==> src/sv/nlms_pkg.sv <==
// ----------------------------------------------------------------------------
// nlms_pkg: shared constants, types and helpers
// Widths, register indexes, memory request/response structs and saturation
// functions for the leaky NLMS noise canceller.
// ----------------------------------------------------------------------------
package nlms_pkg;

  localparam int TAPS     = 32;
  localparam int TAPS_W   = (TAPS > 1) ? $clog2(TAPS) : 1;
  localparam int SAMPLE_W = 16;
  localparam int WEIGHT_W = 32;
  localparam int STEP_W   = 15;
  localparam int LEAK_W   = 15;
  localparam int REG_W    = 31;
  localparam int FRAC     = 15;

  localparam int PROD_W = WEIGHT_W + SAMPLE_W;
  localparam int ACC_W  = PROD_W + TAPS_W;
  localparam int SQ_W   = 2 * SAMPLE_W - 1;
  localparam int POW_W  = SQ_W + TAPS_W;
  localparam int DEN_W  = POW_W + 1;
  localparam int Y_W    = ACC_W - FRAC + 1;
  localparam int SE_W   = STEP_W + 1 + WEIGHT_W;
  localparam int NUM_W  = SE_W + SAMPLE_W;
  localparam int QUO_W  = NUM_W - 1;
  localparam int LKP_W  = WEIGHT_W + LEAK_W + 1;

  localparam int DIV_CNT_W = $clog2(QUO_W + 1);

  localparam int S16_MAX = 32767;
  localparam int S16_MIN = -32768;
  localparam int S32_MAX = 2147483647;
  localparam int S32_MIN = -S32_MAX - 1;

  localparam int CFG_IDX_W = 2;
  localparam logic [CFG_IDX_W-1:0] CFG_STEP_SIZE   = 2'd0;
  localparam logic [CFG_IDX_W-1:0] CFG_LEAK_FACTOR = 2'd1;
  localparam logic [CFG_IDX_W-1:0] CFG_REGULARIZER = 2'd2;

  localparam logic [STEP_W-1:0] STEP_RESET = 15'd3277;
  localparam logic [LEAK_W-1:0] LEAK_RESET = 15'd1;
  localparam logic [REG_W-1:0]  REG_RESET  = 31'd1000;

  typedef struct packed {
    logic                       ring_we;
    logic [TAPS_W-1:0]          ring_waddr;
    logic signed [SAMPLE_W-1:0] ring_wdata;
    logic [TAPS_W-1:0]          ring_raddr;
    logic                       wt_we;
    logic [TAPS_W-1:0]          wt_waddr;
    logic signed [WEIGHT_W-1:0] wt_wdata;
    logic [TAPS_W-1:0]          wt_raddr;
  } mem_req_t;

  typedef struct packed {
    logic signed [SAMPLE_W-1:0] ring_rdata;
    logic signed [WEIGHT_W-1:0] wt_rdata;
  } mem_rsp_t;

  function automatic logic signed [SAMPLE_W-1:0] sat16(input logic signed [Y_W-1:0] y);
    logic signed [SAMPLE_W-1:0] r;
    if (y > S16_MAX) r = 16'sh7FFF;
    else if (y < S16_MIN) r = 16'sh8000;
    else r = y[SAMPLE_W-1:0];
    return r;
  endfunction

  function automatic logic signed [WEIGHT_W-1:0] sat32(input logic signed [Y_W-1:0] y);
    logic signed [WEIGHT_W-1:0] r;
    if (y > S32_MAX) r = 32'sh7FFFFFFF;
    else if (y < S32_MIN) r = 32'sh80000000;
    else r = y[WEIGHT_W-1:0];
    return r;
  endfunction

endpackage

==> src/sv/nlms_mem.sv <==
// ----------------------------------------------------------------------------
// nlms_mem: reference ring and weight memories
// Two synchronous RAMs with registered read data; per-entry valid bits make
// never-written entries read as zero after reset.
// ----------------------------------------------------------------------------
module nlms_mem (
  input  logic               clk,
  input  logic               rst,
  input  nlms_pkg::mem_req_t req,
  output nlms_pkg::mem_rsp_t rsp
);

  logic signed [nlms_pkg::SAMPLE_W-1:0] ring_mem [nlms_pkg::TAPS];
  logic signed [nlms_pkg::WEIGHT_W-1:0] wt_mem   [nlms_pkg::TAPS];
  logic [nlms_pkg::TAPS-1:0]            ring_vld;
  logic [nlms_pkg::TAPS-1:0]            wt_vld;
  logic signed [nlms_pkg::SAMPLE_W-1:0] ring_q;
  logic signed [nlms_pkg::WEIGHT_W-1:0] wt_q;
  logic                                 ring_q_vld;
  logic                                 wt_q_vld;

  always_ff @(posedge clk) begin
    if (req.ring_we) begin
      ring_mem[req.ring_waddr] <= req.ring_wdata;
    end
    if (req.wt_we) begin
      wt_mem[req.wt_waddr] <= req.wt_wdata;
    end
    ring_q <= ring_mem[req.ring_raddr];
    wt_q   <= wt_mem[req.wt_raddr];
  end

  always_ff @(posedge clk) begin
    if (rst) begin
      ring_vld   <= '0;
      wt_vld     <= '0;
      ring_q_vld <= 1'b0;
      wt_q_vld   <= 1'b0;
    end else begin
      if (req.ring_we) begin
        ring_vld[req.ring_waddr] <= 1'b1;
      end
      if (req.wt_we) begin
        wt_vld[req.wt_waddr] <= 1'b1;
      end
      ring_q_vld <= ring_vld[req.ring_raddr];
      wt_q_vld   <= wt_vld[req.wt_raddr];
    end
  end

  assign rsp.ring_rdata = ring_q_vld ? ring_q : '0;
  assign rsp.wt_rdata   = wt_q_vld ? wt_q : '0;

endmodule

==> config.mk <==
export PLATFORM = sky130hd
export DESIGN_NAME = nlms_mem
export DESIGN_NICKNAME = d
export VERILOG_FILES = /design/src/sv/nlms_pkg.sv /design/src/sv/nlms_mem.sv
export SDC_FILE = /design/constraint.sdc
export NUM_CORES = 1
export LEC_CHECK = 0
export BUFFER_PORTS_ARGS = -buffer_cell sky130_fd_sc_hd__clkbuf_2
export CAP_MARGIN = 30
export CORE_UTILIZATION = 67
export CTS_CLUSTER_SIZE = 14
export DETAILED_ROUTE_END_ITERATION = 16
export MAX_ROUTING_LAYER = met4
export PLACE_DENSITY_LB_ADDON = 0.15
export SETUP_SLACK_MARGIN = 0.2
export SLEW_MARGIN = 20
export SYNTH_ARGS = -nofsm -noshare
export SYNTH_HDL_FRONTEND = slang
export SYNTH_SLANG_ARGS = --single-unit
==> constraint.sdc <==
create_clock -name clk -period 6.7 [get_ports clk]
set_input_delay 1.005 -clock clk [delete_from_list [all_inputs] [get_ports clk]]
set_output_delay 1.005 -clock clk [all_outputs]
set_load 0.1 [all_outputs]
Yosys cells after proc, flatten, opt, wreduce, memory -nomap -nowiden

Memories as Yosys holds them, arrays and structs flattened. A register that Yosys moved wholly into a read port is not among the register bits.
Cells that the tools add are included.

Magnitude comparators: 6
Multiplexer cells: 14
Bitwise operators: 2
Reductions and logical operators: 2

Operators by type and width:

| operator                                                                             | count |
|---|---|
| 32-bit bitwise OR                                                                    | 2 |
| 32-bit 2-to-1 mux                                                                    | 1 |
| 5-bit by 6-bit < comparator with 1-bit output (second input constant)                | 4 |
| 16-bit 2-to-1 mux                                                                    | 1 |
| 1-bit binary-select mux with 5-bit select                                            | 2 |
| 1-bit demux with 5-bit select                                                        | 2 |
| 5-bit by 1-bit greater-or-equal comparator with 1-bit output (second input constant) | 2 |
| 1-bit 2-to-1 mux                                                                     | 8 |
| 1-bit logical AND                                                                    | 2 |

Bits in registers: 66
Bits in writable memories: 1536
Output and inout port bits: 48
Memories: 2

Memory list:

| name     | depth | bits a word | rd ports | clocked after Yosys merged registers in | write ports | line           | RTL |
|---|---|---|---|---|---|---|---|
| wt_mem   | 32    | 32          | 1        | 1                                       | 1           | nlms_mem.sv:14 | `logic signed [nlms_pkg::WEIGHT_W-1:0] wt_mem [nlms_pkg::TAPS];` |
| ring_mem | 32    | 16          | 1        | 1                                       | 1           | nlms_mem.sv:13 | `logic signed [nlms_pkg::SAMPLE_W-1:0] ring_mem [nlms_pkg::TAPS];` |

Depth between registers and ports, before layout

Depth after elaboration: 5
Mapped depth: 7
Gate-level depth less buffers: 4

Worst setup path before layout

OpenSTA, ideal clock, no wires.

Kind: input port to flip-flop
From: input req[37] in the netlist's numbering
To: memory wt_mem[12][0] in the netlist's numbering, enable pin
Setup time: 423 ps
Data arrival time: 3049 ps
Required time: 6277 ps
Path slack: 3229 ps
Stages: 3
Path through: or3b_2 > clkbuf_1 > nor2_1

RTL lines:

| element     | line           | RTL |
|---|---|---|
| from (decl) | nlms_mem.sv:9  | `input nlms_pkg::mem_req_t req,` |
| to (decl)   | nlms_mem.sv:14 |  |

Straight into the memory's write port.

==> metrics.yaml <==
irDropWorstVdd_mv: 0.256
synth_top_area_share_pct: 74.2
grt_pass1_vias: 30200
drive_gt1_share_pct: 34.0
final_hold_viol_count: 0
stdcell_area_um2: 69700
finalSetupViolCount: 0
sequentialPowerShare_pct: 54.2
comb_power_share_pct: 5.1
antenna_found_initial: 6
insertion_delay_ns: 0.75
ios: 120
clkPwrFrac_pct: 40.7
tightest_slew_ns: 0.981
synth-xor-area-share_pct: 0
yosys_warnings: 0
ant_nets: 0
syn_inst: 2624
overflow: 0
slew_violations: 0
drc: 0
cts_inserted_buffers: 157
synthTopCellsByCount: "edfxtp_1, mux4_2, nor2_1"
die_h_um: 307
wl_per_cell_um: 34.4
synth_edf_count: 1536
slew_headroom_pct: 34.5
initial_utilization_pct: 67.7
vias: 29200
cts_tree: "done"
syn_to_final_growth_pct: 12.2
cts_max_level: 4
synth_area_leaders: "edfxtp_1, mux4_2, dfxtp_1"
swShare_pct: 20.6
num-nets-final: 2926
drt-initial-drc-count: 3703
syn_area_per_cell_um2: 23.7
synth_top_family_by_area: "multiplexers"
ys_seq_area_share_pct: 77.9
yosysTopAreaCell: "edfxtp_1"
grt_pass1_wl_um: 209000
clockBufferDepth: 3
yosysMostFrequentCell: "edfxtp_1"
cp_max_fo: 20
p_int_mw: 16.8
drt-total-wl_um: 146000
finalCritPeriodShare_pct: 50.8
crit_path_end: "rsp[13]"
min_period_ns: 3.41
rrSetupSlack_ns: 4.82
rsz0062_at_grt: "no"
r2r_end: "ring_q[1]"
grt.total_usage_pct: 33.1
ys.flop_type: "edfxtp_1"
path_cells: "buf_12, and2_1, clkbuf_2"
startpoint_type: "register"
cts_setup_buffers: 0
rows: 111
yosys_register_bits: 1650
coreArea_um2: 91800
port_buffers: 119
critPathRequiredTime_ns: 5.69
reg2reg_from: "ring_mem[23][1]"
grt_max_degree: 120
fmax_mhz: 294
synth_compound_area_share_pct: 0.0947
p_total_mw: 21.2
clock_skew_ns: 0.0152
maxCapViolCount: 0
crit_buf_inv: 2
first_pass_iters: 7
routed_via_density: 6.89
synth_cell_types: 24
path_class: "reg -> out"
holdCritPathClass: "reg -> reg"
p_leak_nw: 22.1
crit_path_start: "wt_q_vld"
whs_ns: 0.470
synthMuxAreaShare_pct: 18.9
slowest_stage: "dfxtp_2"
critPathMaxStageDelay_ns: 0.64
cts.reportedPaths.clkPinSlew_ns: 0.06
powerDensity_nw_per_um2: 304
cp_data_arrival_time_ns: 2.40
die-area_um2: 94000
nFillCells: 4677
cp.depth: 3
die_x_um: 307
outcome: "finished, final reports clean"
synthesis.nets: 2696
place.gp.congestion: 0.804
synth_area_um2: 62100
clock-sinks: 1650
dp_hpwl_um: 74000
netSwitchingPower_mw: 4.37
critPathTopFamily: "buffers and inverters"
rr_worst_depth: 3
dpl-instance-area_um2: 64700
synth-simple-area-share_pct: 2.07
cts_resized: 0
hold_buffers: 0
synth-async-reset-ratio_pct: 0
cts_root_buf: "clkbuf_16"
critical_path.endpoint_type: "output port"
synthAdderAreaFrac_pct: 0
fin_tns_setup_ns: 0
## power by group through the flow
stage / combinational [mW] / clock [mW] / sequential, mW
final: 1.08 / 8.61 / 11.5
after global routing: 1.13 / 9.06 / 11.5
after CTS: 1.09 / 8.70 / 11.5
after detailed placement: 1.08 / 0 / 11.7
after global placement: 1.04 / 0 / 11.7
after floorplan: 0.709 / 0 / 11.7
## layer usage
layer	track usage [%]	vias to the layer above	share of wire [%]	wire length (um)
met3	6.10	334	9.3	13600
met2	53.9	1859	52	75600
met1	42.2	15400	35	51000
met5	-	-	0	0
met4	12.5	0	3.7	5370
li1	-	11600	-	-
## metrics by stage
step           cells  utilization (%)  setup slack, ns
6_report        4234             75.9             3.29
5_1_grt         4232             75.9             3.27
4_1_cts         4226             75.9             3.28
3_5_place_dp    3938             70.5             2.88
3_3_place_gp    3933             70.4             2.86
2_1_floorplan   2624                -             3.23
## cells by family (layout without fill, tap and decap cells)
kind of cell	after synthesis	in the layout
flip-flops	1650	1650
AO/OA/AOI/OAI	7	7
multiplexers	553	553
AND/OR/NAND/NOR	280	280
buffers and inverters	134	493
other	0	8
## layout by cell type, fill, tap and decap left out, drive strengths merged, types with 8 or more instances in the layout
cell type / synthesis / final
edfxtp: 1536 / 1536
mux4: 492 / 492
clkbuf: 70 / 322
nor2: 194 / 194
dfxtp: 114 / 114
buf: 63 / 90
clkinv: 0 / 59
mux2: 51 / 51
and2: 48 / 48
nand3b: 14 / 14
bufinv: 0 / 12
mux2i: 10 / 10
inv: 1 / 10
diode: 0 / 8
or3b: 8 / 8
## worst min-delay path by stage
| stage | slack, ns | endpoint | depth (start not counted) | from |
|---|---|---|---|---|
| 2_1_floorplan | 0.43 | ring_vld[10] | 2 | ring_vld[10] |
| 3_3_place_gp | 0.44 | wt_vld[22] | 2 | wt_vld[22] |
| 3_5_place_dp | 0.46 | wt_vld[26] | 2 | wt_vld[26] |
| 4_1_cts | 0.47 | ring_vld[28] | 2 | ring_vld[28] |
| 5_1_grt | 0.49 | wt_vld[13] | 2 | wt_vld[13] |
| 6_report | 0.47 | wt_vld[14] | 2 | wt_vld[14] |
## cell type report
cell class / instances / area [um2] / share of cell area (%)
clock buffers: 208 / 4290 / 6.15
diodes: 8 / 20.0 / 0.0287
repair buffers: 204 / 1390 / 2.00
flip-flops and latches: 1650 / 48400 / 69.4
well taps: 1243 / 1560 / 2.23
clock inverters: 80 / 694 / 0.996
multi-input cells: 840 / 13400 / 19.2
inverters: 1 / 3.75 / 0.00538
## tightest hold or removal path: stages (launching register included)
cell	delay, ns
dfxtp_1	0.32
nor2_1	0.05
nor2_1	0.07
## flip-flops by register name, indices dropped and copies added, names as in the netlist
register and count:
ring_q_vld 1, wt_vld 32, ring_q 16, wt_mem 1024, wt_q_vld 1, wt_q 32
ring_mem 512, ring_vld 32
No activity file was read; power rests on OpenSTA's default activity.
