[src/sv/nlms_pkg.sv]
// ----------------------------------------------------------------------------
// nlms_pkg: shared constants, types and helpers
// Widths, register indexes, memory request/response structs and saturation
// functions for the leaky NLMS noise canceller.
// ----------------------------------------------------------------------------
package nlms_pkg;

  localparam int TAPS     = 32;
  localparam int TAPS_W   = (TAPS > 1) ? $clog2(TAPS) : 1;
  localparam int SAMPLE_W = 16;
  localparam int WEIGHT_W = 32;
  localparam int STEP_W   = 15;
  localparam int LEAK_W   = 15;
  localparam int REG_W    = 31;
  localparam int FRAC     = 15;

  localparam int PROD_W = WEIGHT_W + SAMPLE_W;
  localparam int ACC_W  = PROD_W + TAPS_W;
  localparam int SQ_W   = 2 * SAMPLE_W - 1;
  localparam int POW_W  = SQ_W + TAPS_W;
  localparam int DEN_W  = POW_W + 1;
  localparam int Y_W    = ACC_W - FRAC + 1;
  localparam int SE_W   = STEP_W + 1 + WEIGHT_W;
  localparam int NUM_W  = SE_W + SAMPLE_W;
  localparam int QUO_W  = NUM_W - 1;
  localparam int LKP_W  = WEIGHT_W + LEAK_W + 1;

  localparam int DIV_CNT_W = $clog2(QUO_W + 1);

  localparam int S16_MAX = 32767;
  localparam int S16_MIN = -32768;
  localparam int S32_MAX = 2147483647;
  localparam int S32_MIN = -S32_MAX - 1;

  localparam int CFG_IDX_W = 2;
  localparam logic [CFG_IDX_W-1:0] CFG_STEP_SIZE   = 2'd0;
  localparam logic [CFG_IDX_W-1:0] CFG_LEAK_FACTOR = 2'd1;
  localparam logic [CFG_IDX_W-1:0] CFG_REGULARIZER = 2'd2;

  localparam logic [STEP_W-1:0] STEP_RESET = 15'd3277;
  localparam logic [LEAK_W-1:0] LEAK_RESET = 15'd1;
  localparam logic [REG_W-1:0]  REG_RESET  = 31'd1000;

  typedef struct packed {
    logic                       ring_we;
    logic [TAPS_W-1:0]          ring_waddr;
    logic signed [SAMPLE_W-1:0] ring_wdata;
    logic [TAPS_W-1:0]          ring_raddr;
    logic                       wt_we;
    logic [TAPS_W-1:0]          wt_waddr;
    logic signed [WEIGHT_W-1:0] wt_wdata;
    logic [TAPS_W-1:0]          wt_raddr;
  } mem_req_t;

  typedef struct packed {
    logic signed [SAMPLE_W-1:0] ring_rdata;
    logic signed [WEIGHT_W-1:0] wt_rdata;
  } mem_rsp_t;

  function automatic logic signed [SAMPLE_W-1:0] sat16(input logic signed [Y_W-1:0] y);
    logic signed [SAMPLE_W-1:0] r;
    if (y > S16_MAX) r = 16'sh7FFF;
    else if (y < S16_MIN) r = 16'sh8000;
    else r = y[SAMPLE_W-1:0];
    return r;
  endfunction

  function automatic logic signed [WEIGHT_W-1:0] sat32(input logic signed [Y_W-1:0] y);
    logic signed [WEIGHT_W-1:0] r;
    if (y > S32_MAX) r = 32'sh7FFFFFFF;
    else if (y < S32_MIN) r = 32'sh80000000;
    else r = y[WEIGHT_W-1:0];
    return r;
  endfunction

endpackage

[src/sv/nlms_div.sv]
// ----------------------------------------------------------------------------
// nlms_div: serial unsigned divider
// Restoring division, one quotient bit per cycle; done pulses when finished.
// ----------------------------------------------------------------------------
module nlms_div (
  input  logic                          clk,
  input  logic                          rst,
  input  logic                          start,
  input  logic [nlms_pkg::QUO_W-1:0]    dividend,
  input  logic [nlms_pkg::DEN_W-1:0]    divisor,
  output logic                          done,
  output logic [nlms_pkg::QUO_W-1:0]    quotient
);

  logic [nlms_pkg::DEN_W-1:0]     dvs;
  logic [nlms_pkg::DEN_W-1:0]     rem;
  logic [nlms_pkg::QUO_W-1:0]     quo;
  logic [nlms_pkg::DIV_CNT_W-1:0] cnt;
  logic                           busy;
  logic [nlms_pkg::DEN_W:0]       rem_sh;
  logic [nlms_pkg::DEN_W:0]       diff;
  logic                           ge;

  always_comb begin
    rem_sh = {rem, quo[nlms_pkg::QUO_W-1]};
    diff   = rem_sh - {1'b0, dvs};
    ge     = rem_sh >= {1'b0, dvs};
  end

  always_ff @(posedge clk) begin
    if (start) begin
      dvs <= divisor;
      rem <= '0;
      quo <= dividend;
    end else if (busy) begin
      rem <= ge ? diff[nlms_pkg::DEN_W-1:0] : rem_sh[nlms_pkg::DEN_W-1:0];
      quo <= {quo[nlms_pkg::QUO_W-2:0], ge};
    end
  end

  always_ff @(posedge clk) begin
    if (rst) begin
      busy <= 1'b0;
      cnt  <= '0;
      done <= 1'b0;
    end else begin
      done <= 1'b0;
      if (start) begin
        busy <= 1'b1;
        cnt  <= nlms_pkg::DIV_CNT_W'(nlms_pkg::QUO_W);
      end else if (busy) begin
        cnt <= cnt - 1'b1;
        if (cnt == nlms_pkg::DIV_CNT_W'(1)) begin
          busy <= 1'b0;
          done <= 1'b1;
        end
      end
    end
  end

  assign quotient = quo;

endmodule

[config.mk]
export PLATFORM = sky130hd
export DESIGN_NAME = nlms_div
export DESIGN_NICKNAME = d
export VERILOG_FILES = /design/src/sv/nlms_pkg.sv /design/src/sv/nlms_div.sv
export SDC_FILE = /design/constraint.sdc
export NUM_CORES = 1
export LEC_CHECK = 0
export ABC_CLOCK_PERIOD_IN_PS = 4000
export BUFFER_PORTS_ARGS = -buffer_cell sky130_fd_sc_hd__buf_2
export CAP_MARGIN = 40
export CELL_PAD_IN_SITES_DETAIL_PLACEMENT = 1
export CELL_PAD_IN_SITES_GLOBAL_PLACEMENT = 1
export CORE_ASPECT_RATIO = 0.7
export CORE_MARGIN = 4
export CORE_UTILIZATION = 43
export CTS_CLUSTER_SIZE = 30
export DETAILED_ROUTE_END_ITERATION = 8
export GPL_TIMING_DRIVEN = 0
export PLACE_DENSITY = 0.92
export SETUP_SLACK_MARGIN = 0.1
export SYNTH_ARGS = -nofsm -noshare
export SYNTH_HDL_FRONTEND = slang
export SYNTH_SLANG_ARGS = --single-unit
export TNS_END_PERCENT = 100
[constraint.sdc]
create_clock -name clk -period 4 [get_ports clk]
set_clock_uncertainty 0.15 [all_clocks]
set_input_delay 0.8 -clock clk [delete_from_list [all_inputs] [get_ports clk]]
set_output_delay 0.8 -clock clk [all_outputs]
set_load 0.01 [all_outputs]
Word level (Yosys, flattened, before mapping)
Cells that the tools add are included.
W data, S select, Z words.
{ "totals": {"regBits": 145, "input_bits": 103, "output_inout_bits": 64, "wordCells": 22} }
{ "classes": {"add_sub_neg": 2, "order_cmp": 1, "n_eq_ne": 1, "muxes": 9, "bitwise_logic": 1, "n_reduce_logical": 2} }
{ "op_table": {"columns": ["cell", "n"], "rows": [
  ["$mux W63", 2],
  ["$ge A38 B37 Y1", 1],
  ["$mux W37", 1],
  ["$sub A37 B37 Y37", 1],
  ["$mux W6", 2],
  ["$eq A6 B1 Y1 const B", 1],
  ["$sub A6 B1 Y6 const B", 1],
  ["$mux W1", 4],
  ["$reduce_or A3 Y1", 1],
  ["$reduce_bool A2 Y1", 1],
  ["$not A1 Y1", 1]
]} }

Logic depth before layout (Yosys ltp)
{ "logic_depth": {"depth_word": 4, "mapped_depth": 15} }

Worst setup path before layout
No wires, ideal clock.
{ "synth_path": {"kind": "register -> register", "start": "reg quo, in the netlist quotient[62]", "end": "reg rem[29] (netlist bit)", "setup_time_ns": 0.088, "arrival_time_ns": 3.072, "required_time_ns": 3.762, "path_slack_ns": 0.690, "stages_incl_launch_ff": 15, "period_less_slack_ns": 3.310, "path_cell_list": "edfxtp_1 inv_1 ha_1 inv_1 fa_1 a21o_1 a221oi_2 o21ai_1 o21ai_1 a31oi_1 a31oi_1 buf_2 buf_2 nand2_1 a311oi_2"} }
{ "synth_via": {"elab_chain_len": 2, "word_cells_on_any_way": 3, "classes_between": "add/sub (1); order compare (1); mux (1)"} }
{ "synth_rtl": {"columns": ["item", "line_no", "rtl"], "rows": [
  ["start, declared", "nlms_div.sv:17", "logic [nlms_pkg::QUO_W-1:0] quo;"],
  ["start signal, assigned", "nlms_div.sv:34", "quo <= dividend;"],
  ["start signal, assigned", "nlms_div.sv:37", "quo <= {quo[nlms_pkg::QUO_W-2:0], ge};"],
  ["$sub A37 B37 Y37 or $ge A38 B37 Y1 (tied branches)", "nlms_div.sv:26, nlms_div.sv:27", null],
  ["$mux W37 (*)", "nlms_div.sv:36", "rem <= ge ? diff[nlms_pkg::DEN_W-1:0] : rem_sh[nlms_pkg::DEN_W-1:0];"],
  ["end signal, assigned", "nlms_div.sv:36", null],
  ["end, declared", "nlms_div.sv:16", "logic [nlms_pkg::DEN_W-1:0] rem;"]
]} }
Every way passes the cells marked *; elsewhere a longest branch is shown, timed or not.
A chain may end at the register's enable or synchronous reset.

Worst setup path after layout
{ "layout_path": {"start": "reg quo, in the netlist quotient[62]", "end": "reg rem[7] (netlist bit)"} }
The elaborated chain is that of the path after synthesis.

==> run_results.csv <==
group,metric,value,unit
setup_path,start_kind,"flop",
drt,totalWireLength,24450,um
power_and_ir_drop,power_frac_seq,40.7,%
drt,drt-met1-wl,10550,um
power_and_ir_drop,leakage,4.113,nW
clocking,cts_inserted_buffers,17,
drt,wl_per_cell,20.98,um
placed_design,post-place-cells,1131,
cells_and_area,area_growth,23.44,%
drt,via_per_inst,5.630,
logic_synthesis,synth_cells,733,
setup_path,cp.arrival,3.91,ns
drt,num_vias,6559,
logic_synthesis,synth-seq-area-share,49.90,%
global_route,grt_pass1_wl,37680,um
drt,ant_nets,0,
sta,finalSetupViolations,0,
sta,whs,0.3261,ns
clocking,cts_tree,"done",
placed_design,place.gp.congestion,0.8633,
power_and_ir_drop,peakVddDrop,0.0001846,V
power_and_ir_drop,swShare,30.28,%
sta,slew-limit-headroom,37.79,%
floorplan,die_x,169.2,um
drt,routed-wl-met3,1346,um
logic_synthesis,yosysWarnings,0,
drt,route.detailed.drc,0,
global_route,grt_max_degree,35,
logic_synthesis,synthArstFlopShare,0,%
logic_synthesis,synth_seq_cells,145,
logic_synthesis,synth_edf_count,100,
global_route,grt_pass1_vias,6806,
worst_hold_path,hold_depth,2,
global_route,grt_usage,23.77,%
clocking,cts.sinks,145,
logic_synthesis,syn_nets,876,
sta,hold_viol,0,
power_and_ir_drop,power.switching,0.001380,W
power_and_ir_drop,clkPwrFrac,36.5,%
flow_run,drv_cap,0,
setup_path,cp_data_required_time,4.14,ns
global_route,antenna_found_initial,0,
drt,top_layer,"met4",
run_status,status,"completed",
power_and_ir_drop,p_comb_share,22.8,%
clocking,clk_pin_slew,0.07,ns
floorplan,start_util,44.66,%
setup_path,end_kind,"flop",
sta,max_freq,0.2657,GHz
setup_path,crit_fanout,10,
placed_design,port_buffers,165,
floorplan,coreArea,17520,um^2
logic_synthesis,netlist_area,7824,um^2
sta,worstMarginPinSlew,0.9298,ns
sta,drv_slew,0,
floorplan,ioPinCount,167,
cells_and_area,antennaDiodeCount,0,
cells_and_area,fin_cells,1165,
setup_path,worst-setup-path-type,"flop to flop",
sta,finalCritPeriodShare,94.09,%
logic_synthesis,synth_top_area_share,38.38,%
logic_synthesis,synth_area_leaders,"edfxtp_1 38%, dfxtp_1 12%, mux2_2 8.9%, ha_1 6.2%, a21oi_1 4.1%",
clocking,cts-root-buf,"clkbuf_16",
logic_synthesis,synth_top_area_cell,"edfxtp_1",
drt,wl_met2,11990,um
cells_and_area,layout-drive-gt1-share,30.19,%
floorplan,std_cell_rows,40,
floorplan,die_area,20450,um^2
clocking,clock_latency,0.43,ns
clocking,ctsLongestPathBuffers,2,
logic_synthesis,ys.flop_type,"edfxtp_1",
logic_synthesis,syn-mean-instance-area,10.67,um^2
sta,rsz0062_at_grt,"false",
clocking,htree_levels,4,
setup_path,ff2ff_path_depth,15,
placed_design,dp_hpwl,18240,um
logic_synthesis,synth_cell_types,54,
drt,dr.pass1.iters,4,
floorplan,die-height,120.9,um
sta,min_period,3.764,ns
global_route,grt.overflow.total,0,
power_and_ir_drop,cellPowerDensity,472.0,nW/um^2
drt,first_iter_violations,511,
power_and_ir_drop,p_int,0.003178,W
worst_hold_path,hold_path.class,"flop to flop",
cells_and_area,final_nets,1064,
metrics by stage:
| stage | power, W | setup WS [ns] | area, um^2 | setup TNS, ns | util [%] |
|---|---|---|---|---|---|
| finish | 0.004558 | 0.2363 | 9658 | 0 | 55.14 |
| global route | 0.004761 | 0.09322 | 9658 | 0 | 55.14 |
| CTS | 0.004560 | 0.1167 | 9630 | 0 | 54.98 |
| detailed placement | 0.002879 | -0.1731 | 8986 | -3.022 | 51.30 |
| global placement | 0.002808 | -0.7862 | 8939 | -49.36 | 51.03 |
| floorplan | 0.002520 | 0.6895 | 7824 | 0 | - |
critical path, stage by stage, from the launching register on:
cell and delay, ns:
edfxtp_1 0.45, inv_1 0.10, ha_1 0.16, inv_1 0.05, fa_1 0.41, a21o_1 0.24
a221oi_4 0.34, o21ai_2 0.14, o21ai_2 0.26, a31oi_2 0.21, a31oi_2 0.25, buf_4 0.15
buf_2 0.33, nor2_1 0.12, a21oi_1 0.17, o21ai_0 0.11
cell usage in the layout, fill, tap and decap left out, types with 5 or more instances in the layout:
cell and count:
a211oi_1 28, a21o_1 6, a21oi_1 64, a31oi_1 5, and3_1 8, buf_2 167
buf_4 6, clkbuf_1 23, clkbuf_16 17, clkinv_4 5, clkinvlp_4 5, dfxtp_1 45
edfxtp_1 100, ha_1 39, inv_1 51, mux2_2 62, mux2i_1 12, nand2_1 39
nand2b_1 8, nand4_1 6, nor2_1 82, nor2b_1 7, nor3_1 9, o211ai_1 8
o21ai_0 27, o21bai_1 5, xnor2_1 17, xor2_1 19
cell type report:
class | instances | area, um^2
Buffer | 32 | 148.9
Clock inverter | 15 | 187.7
Fill cell | 1987 | 7859
Clock buffer | 17 | 425.4
Inverter | 52 | 195.2
Multi-Input combinational cell | 504 | 3620
Sequential cell | 145 | 3904
Timing Repair Buffer | 169 | 888.4
Tap cell | 231 | 289.0
logic make-up (layout without fill, tap and decap cells):
group | Yosys count | after routing | share of synthesized area [%]
muxes | 74 | 74 | 10.46
buffers and inverters | 84 | 285 | 4.238
AOI/OAI and AO/OA | 181 | 181 | 15.02
and+or+nand+nor | 173 | 173 | 9.867
adders and majority gates | 40 | 40 | 6.493
DFF | 145 | 145 | 49.90
xor gates and xnor gates | 36 | 36 | 4.030
repair_timing:
action / 4_1_cts / 5_1_grt
pin swaps: 0 / 2
hold buffers: 0 / 0
gates resized for setup: 7 / 3
setup buffers: 0 / 2
gates cloned: 0 / 0
endpoints found under the setup margin: 38 / 38
synth_stat cells (2+ instances only):
| master | number |
|---|---|
| edfxtp_1 | 100 |
| nor2_1 | 82 |
| a21oi_1 | 64 |
| mux2_2 | 62 |
| inv_1 | 52 |
| dfxtp_1 | 45 |
| ha_1 | 39 |
| nand2_1 | 39 |
| a211oi_1 | 28 |
| o21ai_0 | 27 |
| clkbuf_1 | 23 |
| xor2_1 | 19 |
| xnor2_1 | 17 |
| mux2i_1 | 12 |
| nor3_1 | 9 |
| and3_1 | 8 |
| nand2b_1 | 8 |
| o211ai_1 | 8 |
| a31oi_1 | 7 |
| buf_2 | 7 |
| nor2b_1 | 7 |
| a21o_1 | 6 |
| nand4_1 | 6 |
| o21bai_1 | 5 |
| a32oi_1 | 4 |
| and2_1 | 4 |
| o21a_1 | 4 |
| a2111oi_0 | 3 |
| a221o_1 | 3 |
| nand3_1 | 3 |
| nor4_1 | 3 |
| a21boi_0 | 2 |
| a311oi_1 | 2 |
| o211a_1 | 2 |
| o21ai_1 | 2 |
| o31ai_1 | 2 |
| or3_1 | 2 |
metal layers:
metal / vias to the layer above / track usage, %
met2: 228 / 38.93
met5: - / 0
met4: 0 / 8.849
met1: 3230 / 31.87
met3: 41 / 3.940
li1: 3060 / -
power groups by stage:
| stage | Combinational, W | Clock (W) | Sequential (W) |
|---|---|---|---|
| after detailed placement | 0.000994 | 0 | 0.00188 |
| after CTS | 0.00103 | 0.00168 | 0.00186 |
| final | 0.00104 | 0.00166 | 0.00186 |
| after global routing | 0.00114 | 0.00175 | 0.00187 |
| after global placement | 0.000937 | 0 | 0.00187 |
| after floorplan | 0.000625 | 0 | 0.00189 |
flip-flops by register name, indices dropped and copies added (netlist names):
name and count:
cnt 6, dvs 37, quotient 63, rem 37, done 1, busy 1
worst paths after layout:
check,from,endpoint,slack (ns)
min,rem[36]$_SDFFE_PP0P_,rem[36]$_SDFFE_PP0P_,0.33
max,quotient[62]$_DFFE_PP_,rem[7]$_SDFFE_PP0P_,0.24
max reg2reg,quotient[62]$_DFFE_PP_,rem[7]$_SDFFE_PP0P_,0.24
min reg2reg,rem[36]$_SDFFE_PP0P_,rem[36]$_SDFFE_PP0P_,0.33
Power figures use the tool's default switching activity.
